===== config.mk =====
export PLATFORM = sky130hd
export DESIGN_NAME = unique_value_set_unit
export DESIGN_NICKNAME = d
export VERILOG_FILES = /design/src/rtl/uvs_pkg.sv /design/src/rtl/uvs_cell.sv /design/src/rtl/unique_value_set_unit.sv
export SDC_FILE = /design/constraint.sdc
export NUM_CORES = 1
export LEC_CHECK = 0
export BUFFER_PORTS_ARGS = -buffer_cell sky130_fd_sc_hd__buf_2
export CAP_MARGIN = 20
export CORE_MARGIN = 4
export CORE_UTILIZATION = 64
export DETAILED_ROUTE_END_ITERATION = 8
export MAX_ROUTING_LAYER = met4
export PLACE_DENSITY = 0.81
export SYNTH_ARGS = -nofsm -noshare
export SYNTH_HDL_FRONTEND = slang
export SYNTH_SLANG_ARGS = --single-unit

===== constraint.sdc =====
create_clock -name clk_i -period 6 [get_ports clk_i]
set_input_delay 0.9 -clock clk_i [delete_from_list [all_inputs] [get_ports clk_i]]
set_output_delay 0.9 -clock clk_i [all_outputs]
set_load 0.02 [all_outputs]

===== src/rtl/uvs_pkg.sv =====
// Shared types and constants for the unique value set.
// Request/response payloads, operation codes and per-cell control.
`default_nettype none

package uvs_pkg;

  localparam int unsigned CAPACITY    = 16;
  localparam int unsigned VALUE_WIDTH = 32;

  // Stored width: the request field carries 32 bits at most.
  localparam int unsigned VAL_W = (VALUE_WIDTH < 32) ? VALUE_WIDTH : 32;
  localparam int unsigned CNT_W = $clog2(CAPACITY + 1);

  localparam logic [1:0] OP_ADD    = 2'd0;
  localparam logic [1:0] OP_REMOVE = 2'd1;
  localparam logic [1:0] OP_LOOKUP = 2'd2;

  typedef struct packed {
    logic [1:0]  op;
    logic [31:0] value;
  } uvs_req_t;

  typedef struct packed {
    logic       hit;
    logic [4:0] count;
    logic       full_drop;
  } uvs_rsp_t;

  typedef struct packed {
    logic add_en;
    logic rm_en;
  } uvs_cell_ctrl_t;

endpackage

`default_nettype wire


===== src/rtl/uvs_cell.sv =====
// One storage cell of the value chain: compare, append write, shift-down.
// Depends on uvs_pkg.
`default_nettype none

module uvs_cell
  import uvs_pkg::*;
(
  input  wire logic           clk_i,
  input  wire uvs_cell_ctrl_t ctrl_i,
  input  wire logic [VAL_W-1:0] key_i,
  input  wire logic           occ_i,
  input  wire logic           tail_i,
  input  wire logic [VAL_W-1:0] next_i,
  input  wire logic           seen_i,
  output logic                seen_o,
  output logic [VAL_W-1:0]    value_o
);

  logic [VAL_W-1:0] entry_q;
  logic [VAL_W-1:0] entry_d;
  logic             match;

  assign match   = occ_i && (entry_q == key_i);
  assign seen_o  = seen_i || match;
  assign value_o = entry_q;

  always_comb begin
    entry_d = entry_q;
    if (ctrl_i.add_en && tail_i) begin
      entry_d = key_i;
    end else if (ctrl_i.rm_en && seen_o) begin
      entry_d = next_i;
    end
  end

  always_ff @(posedge clk_i) begin
    entry_q <= entry_d;
  end

endmodule

`default_nettype wire


===== src/rtl/unique_value_set_unit.sv =====
// Unique value set: a chain of CAPACITY cells kept packed in insertion order.
// The response to an accepted request is registered and valid on the next cycle.
// Throughput: one request per cycle while the output is not stalled; all cells
// compare in parallel and a remove shifts the later cells down by one in the same cycle.
// Reset clears the held count and the response valid; cell contents are
// unspecified until written. Depends on uvs_pkg and uvs_cell.
`default_nettype none

module unique_value_set_unit
  import uvs_pkg::*;
(
  input  wire logic     clk_i,
  input  wire logic     rst_ni,
  input  wire logic     in_valid_i,
  output logic          in_stall_o,
  input  wire uvs_req_t in_req_i,
  output logic          out_valid_o,
  input  wire logic     out_stall_i,
  output uvs_rsp_t      out_rsp_o
);

  logic [CNT_W-1:0] held_q, held_d;
  logic             out_valid_q, out_valid_d;
  uvs_rsp_t         rsp_q, rsp_d;

  logic             accept;
  logic [VAL_W-1:0] key;
  logic             hit;
  logic             full;
  uvs_cell_ctrl_t   ctrl;

  logic [CAPACITY:0]  seen;
  logic [VAL_W-1:0]   cell_val [CAPACITY+1];

  assign in_stall_o  = out_valid_q && out_stall_i;
  assign accept      = in_valid_i && !in_stall_o;
  assign key         = in_req_i.value[VAL_W-1:0];
  assign full        = (held_q == CNT_W'(CAPACITY));
  assign hit         = seen[CAPACITY];
  assign seen[0]     = 1'b0;
  assign cell_val[CAPACITY] = '0;

  assign ctrl.add_en = accept && (in_req_i.op == OP_ADD) && !hit && !full;
  assign ctrl.rm_en  = accept && (in_req_i.op == OP_REMOVE) && hit;

  for (genvar i = 0; i < CAPACITY; i++) begin : g_cell
    localparam logic [CNT_W-1:0] Idx = CNT_W'(i);
    uvs_cell u_cell (
      .clk_i   (clk_i),
      .ctrl_i  (ctrl),
      .key_i   (key),
      .occ_i   (Idx < held_q),
      .tail_i  (Idx == held_q),
      .next_i  (cell_val[i+1]),
      .seen_i  (seen[i]),
      .seen_o  (seen[i+1]),
      .value_o (cell_val[i])
    );
  end

  always_comb begin
    held_d      = held_q;
    out_valid_d = out_valid_q && out_stall_i;
    rsp_d       = rsp_q;
    if (ctrl.add_en) begin
      held_d = held_q + CNT_W'(1);
    end else if (ctrl.rm_en) begin
      held_d = held_q - CNT_W'(1);
    end
    if (accept) begin
      out_valid_d     = 1'b1;
      rsp_d.hit       = hit;
      rsp_d.count     = 5'(held_d);
      rsp_d.full_drop = (in_req_i.op == OP_ADD) && !hit && full;
    end
  end

  always_ff @(posedge clk_i or negedge rst_ni) begin
    if (!rst_ni) begin
      held_q      <= '0;
      out_valid_q <= 1'b0;
    end else begin
      held_q      <= held_d;
      out_valid_q <= out_valid_d;
    end
  end

  always_ff @(posedge clk_i) begin
    rsp_q <= rsp_d;
  end

  assign out_valid_o = out_valid_q;
  assign out_rsp_o   = rsp_q;

endmodule

`default_nettype wire


### Word level (Yosys, flattened, before mapping)

Index checks and enable logic that the tools add are counted.

| cells by class | value |
|---|---|
| $add $sub $neg | 2 |
| multipliers | 0 |
| divide/modulo/power cells | 0 |
| $lt $le $gt $ge | 16 |
| equal/unequal tests | 33 |
| shift operators | 0 |
| muxes and demuxes | 35 |
| bitwise logic cells | 0 |
| reductions and logical operators | 93 |

Operators with widths:

| kind | number |
|---|---|
| two-way mux 32 bit | 32 |
| == test 32 bit | 16 |
| logical AND 1 bit | 57 |
| == test 4 x 5 -> 1 bit, first input constant | 8 |
| less-than comparator 4 x 5 -> 1 bit, first input constant | 8 |
| nonzero test 2 bit | 16 |
| == test 3 x 5 -> 1 bit, first input constant | 4 |
| less-than comparator 3 x 5 -> 1 bit, first input constant | 4 |
| logical OR 1 bit | 15 |
| == test 2 x 5 -> 1 bit, first input constant | 2 |
| less-than comparator 1 x 5 -> 1 bit, first input constant | 2 |
| less-than comparator 2 x 5 -> 1 bit, first input constant | 2 |
| two-way mux 5 bit | 2 |
| adder 5 x 1 -> 5 bit, second input constant | 1 |
| == test 1 x 5 -> 1 bit, first input constant | 1 |
| == test 5 bit, second input constant | 1 |
| logical NOT 5 bit | 1 |
| subtractor 5 x 1 -> 5 bit, second input constant | 1 |
| logical NOT 1 bit | 3 |
| == test 2 x 1 -> 1 bit, second input constant | 1 |
| logical NOT 2 bit | 1 |
| two-way mux 1 bit | 1 |

| storage, ports and cells | value |
|---|---|
| register bits | 525 |
| latch bits | 0 |
| bits in writable memories | 0 |
| ROM bits | 0 |
| output and inout port bits | 9 |
| word-level logic and storage cells | 200 |
| memories | 0 |

### Depth between registers and ports, before layout

| logic depth | value |
|---|---|
| word-level depth | 22 |
| depth in mapped cells | 14 |

### Modules after synthesis

From an unflattened synthesis, not the netlist that was laid out.

| second synthesis, totals | value |
|---|---|
| cell total of the unflattened synthesis | 2053 |
| area total of the unflattened synthesis | 28771.3 um2 |

By module, submodules not included:

| module | instances | cells each | area an instance (um2) | sequential area each (um2) |
|---|---|---|---|---|
| uvs_cell | 16 | 122 | 1740.4 | 960.9 |
| unique_value_set_unit | 1 | 101 | 924.6 | 360.3 |

### Worst setup path after synthesis

Ideal clock, no wire load.

| timing path | value |
|---|---|
| path type | input to register |
| start point | in in_req_i[5] (netlist name) |
| end point | reg g_cell[5].u_cell.entry_q[0], enable pin |
| data arrival time | 5.383 ns |
| data required time | 5.528 ns |
| setup slack | 0.145 ns |
| cell stages on the path | 13 |
| path through | buf_4 buf_4 buf_4 xor2_1 nor4_1 nand3_1 nor4_1 nor4_2 nand4_4 buf_4 buf_2 buf_2 o32ai_1 |

| between the ends | value |
|---|---|
| cells in the longest elaborated chain, start to end | 22 |
| elaborated cells on any way between the ends | 54 |
| those cells by class | eq/ne: 16; reduce/logical: 38 |

Ends and longest elaborated chain:

| element | line | source |
|---|---|---|
| start, declared | unique_value_set_unit.sv:16 | `input wire uvs_req_t in_req_i,` |
| == test 32 bit | uvs_cell.sv:23 | `assign match = occ_i && (entry_q == key_i);` |
| logical AND 1 bit | uvs_cell.sv:23 |  |
| logical OR 1 bit (15 in series) | uvs_cell.sv:24 | `assign seen_o = seen_i \|\| match;` |
| logical NOT 1 bit | unique_value_set_unit.sv:43 | `assign ctrl.add_en = accept && (in_req_i.op == OP_ADD) && !hit && !full;` |
| logical AND 1 bit (2 in series) | unique_value_set_unit.sv:43 |  |
| logical AND 1 bit | uvs_cell.sv:29 | `if (ctrl_i.add_en && tail_i) begin` |
| nonzero test 2 bit (no line) * | -- |  |
| end signal, assigned | uvs_cell.sv:37 | `entry_q <= entry_d;` |
| end, declared | uvs_cell.sv:19 | `logic [VAL_W-1:0] entry_q;` |

Mark *: on every way between the ends. The rest lies on a longest branch, timed or not.
A chain may end at the register's enable or synchronous reset.

### Final worst setup path

| timing path | value |
|---|---|
| start point | reg held_q[4] |
| end point | reg g_cell[12].u_cell.entry_q[15], enable pin |

| between the ends | value |
|---|---|
| cells in the longest elaborated chain, start to end | 22 |
| elaborated cells on any way between the ends | 57 |
| those cells by class | order compare: 16; eq/ne: 2; reduce/logical: 39 |

Ends and longest elaborated chain:

| element | line | source |
|---|---|---|
| start, declared | unique_value_set_unit.sv:22 | `logic [CNT_W-1:0] held_q, held_d;` |
| start signal, assigned | unique_value_set_unit.sv:83 | `held_q <= held_d;` |
| less-than comparator 1 x 5 -> 1 bit | unique_value_set_unit.sv:52 | `.occ_i (Idx < held_q),` |
| logical AND 1 bit | uvs_cell.sv:23 |  |
| logical OR 1 bit (15 in series) | uvs_cell.sv:24 |  |
| logical NOT 1 bit | unique_value_set_unit.sv:43 |  |
| logical AND 1 bit (2 in series) | unique_value_set_unit.sv:43 |  |
| logical AND 1 bit | uvs_cell.sv:29 |  |
| nonzero test 2 bit (no line) * | -- |  |
| end signal, assigned | uvs_cell.sv:37 |  |
| end, declared | uvs_cell.sv:19 |  |

Marked as above.

==> results.json <==
{
  "final-hold-violation-count": 0,
  "die_x_um": 221.5,
  "wire_per_inst_um": 29.39,
  "cts_resized": 0,
  "numCtsBuffers": 55,
  "multiInputGateArea_um2": 12450,
  "cp-end-kind": "flip-flop",
  "port_buffers": 46,
  "drt-total-wl_um": 79830,
  "globalRouteTotalUtil": 0.3277,
  "hold_class": "primary input to asynchronous set/reset pin",
  "core_area_um2": 44610,
  "crit_type": "flip-flop to flip-flop",
  "synth.area.top_cells": "edfxtp_1 (53%), mux2_2 (17%), xor2_1 (12%)",
  "power.internal_mw": 6.327,
  "grt_max_degree": 34,
  "drc_errors": 0,
  "root_buffer": "clkbuf_16",
  "synth.distinct_cells": 50,
  "r2r_cells": 9,
  "clkPwrFrac": 0.401,
  "h-tree-depth": 2,
  "overflow": 0,
  "status": "complete, no violations",
  "drt_iter0_markers": 2108,
  "dpl_cell_area_um2": 29900,
  "start_util": 0.6541,
  "fin_crit_sh": 0.8197,
  "ctsHoldBuffers": 0,
  "period_needed_ns": 4.918,
  "tightest_slew_ns": 1.035,
  "die-height_um": 221.5,
  "cts_buffer_depth": 3,
  "skew_ns": 0.01918,
  "seq_area_um2": 15740,
  "stdcell_area_um2": 31680,
  "synth_seq_cells": 525,
  "cts.sinks": 525,
  "netlist_area_um2": 29180,
  "hold_slack_ns": 0.1192,
  "ys_warn_count": 0,
  "grt_pass1_wl_um": 118000,
  "nFillCells": 2932,
  "p_sw_frac": 0.2540,
  "hpwl_um": 54770,
  "row_count": 77,
  "power_density_nw_per_um2": 267.8,
  "yosysSeqAreaShare": 0.5393,
  "async_flop_share": 0.01143,
  "syn_inst": 2079,
  "cp-start-kind": "flip-flop",
  "nets": 2120,
  "cp.required_ns": 6.26,
  "worst-path-max-fanout": 33,
  "cts_tree": "done",
  "synth_flop_cell": "edfxtp_1",
  "maxSlewViolCount": 0,
  "cp.arrival_ns": 5.17,
  "fin_tns_setup_ns": 0,
  "irDropWorstVdd_v": 0.0003088,
  "path_clk_slew_ns": 0.06,
  "fmax_mhz": 203.3,
  "slew-limit-headroom": 0.3033,
  "synth_top_area_frac": 0.5342,
  "grt_pass1_vias": 17890,
  "drtPass1Iterations": 7,
  "synth_edf_count": 519,
  "syn_area_per_cell_um2": 14.03,
  "combPwrFrac": 0.108,
  "synthesis.nets": 2122,
  "syn_to_final_growth_pct": 8.573,
  "power_leakage_nw": 10.64,
  "seqPwrFrac": 0.491,
  "gp_congestion": 0.9230,
  "vias_per_cell": 6.567,
  "num_vias": 17840,
  "drv_cap": 0,
  "rsz0062_at_grt": "false",
  "ios": 47,
  "cts_setup_buffers": 0,
  "clock_latency_ns": 0.62,
  "dieArea_um2": 49070,
  "setup_viol": 0,
  "yosysTopAreaCell": "edfxtp_1",
  "drtAntennaViolNets": 0,
  "drive_above_1_share": 0.3468,
  "grt_antenna_before_repair": 2,
  "p_sw_mw": 2.154
}
## power by group through the flow
stage	logic [mW]	registers, mW	clock network (mW)
3_3_place_gp	0.881	4.23	0
3_5_place_dp	0.888	4.24	0
5_1_grt	0.959	4.17	3.60
2_1_floorplan	0.628	4.20	0
4_1_cts	0.898	4.16	3.43
6_report	0.917	4.16	3.40
## logic make-up (layout without fill, tap and decap cells)
family          after synthesis  after routing  share of synthesized area
other cells                   0              2                          0
compound gates               26             26                   0.007505
fa+ha+maj                     5              5                   0.002144
mux                         486            486                     0.1911
simple gates                323            323                    0.06600
flops                       525            525                     0.5393
buf+inv                     198            241                    0.03903
xor+xnor                    516            516                     0.1549
## per-layer routing
metal | vias to the layer above | GRT usage | wire, um
met5 | - | - | 0
met4 | 0 | 0.1110 | 3289
li1 | 7615 | - | -
met2 | 932 | 0.5166 | 37830
met1 | 9084 | 0.4425 | 31620
met3 | 205 | 0.05031 | 7101
## cell usage in the layout, fill, tap and decap left out, types with 19 or more instances in the layout
cell | netlist | routed
edfxtp_1 | 519 | 519
mux2_2 | 450 | 450
xor2_1 | 414 | 414
nor4_1 | 120 | 120
xnor2_1 | 102 | 102
buf_4 | 36 | 85
clkbuf_16 | 0 | 55
buf_2 | 94 | 46
nand4_1 | 41 | 41
nand2_1 | 34 | 34
mux2_4 | 29 | 29
nand3_1 | 28 | 27
nor3_1 | 20 | 19
and2_1 | 19 | 19
## registers in the layout, summed over array words and instances (netlist names)
register	cells
g_cell.u_cell.value_o	512
held_q	5
out_rsp_o	7
out_valid_o	1
## worst max-delay path, cell delays in order (launching register included)
cell and delay [ns]:
dfrtp_1 0.64, nor3_1 0.76, a2111oi_2 0.24, nor4_2 0.82, nand4_4 0.47, buf_4 0.33
nor4_4 0.24, buf_4 0.43, o21bai_2 0.19, buf_4 0.40
## final timing paths
path                                  start                       endpoint  slack, ns
worst max-delay path              held_q[4]  g_cell[12].u_cell.value_o[15]       1.08
worst min-delay path                 rst_ni                      held_q[1]       0.12
worst max register to register    held_q[4]  g_cell[12].u_cell.value_o[15]       1.08
worst min register to register  out_valid_o                    out_valid_o       0.52
max in group asynchronous            rst_ni                      held_q[0]       5.72
min in group clk_i               in_valid_i                    out_valid_o       0.49
## final cells by class
cell class                      instances  share of cell area
Inverter                                3           0.0003555
Clock buffer                           62             0.04459
Multi-Input combinational cell       1356              0.3929
Clock inverter                         40             0.01126
Tap cell                              592             0.02338
Sequential cell                       525              0.4967
Antenna cell                            2           0.0001580
Timing Repair Buffer                  136             0.03057
## metrics by stage
step	utilization	setup WS, ns	instances	total power, mW
6_report	0.7101	1.082	2716	8.482
3_5_place_dp	0.6704	0.7017	2612	5.125
4_1_cts	0.7100	1.130	2714	8.489
5_1_grt	0.7101	0.8898	2715	8.720
2_1_floorplan	-	0.1448	2079	4.823
3_3_place_gp	0.6704	0.7668	2612	5.115
## cells in the mapped netlist (all sizes together) (2+ instances only)
master   count
nor3        24
or3          4
ha           5
mux2i        5
o21bai       9
or4          2
a211oi       2
a2111oi      4
and2        20
nor2b        6
a21oi        3
nand4b       2
xnor2      102
inv          3
xor2       414
nor4       128
a21o         3
nand2       34
mux2       481
dfrtp        6
o32ai        2
nand2b       5
buf        151
clkbuf      44
edfxtp     519
nand4       42
or2          3
nand3       28
nor2        19
(Power assumes the default switching activity.)
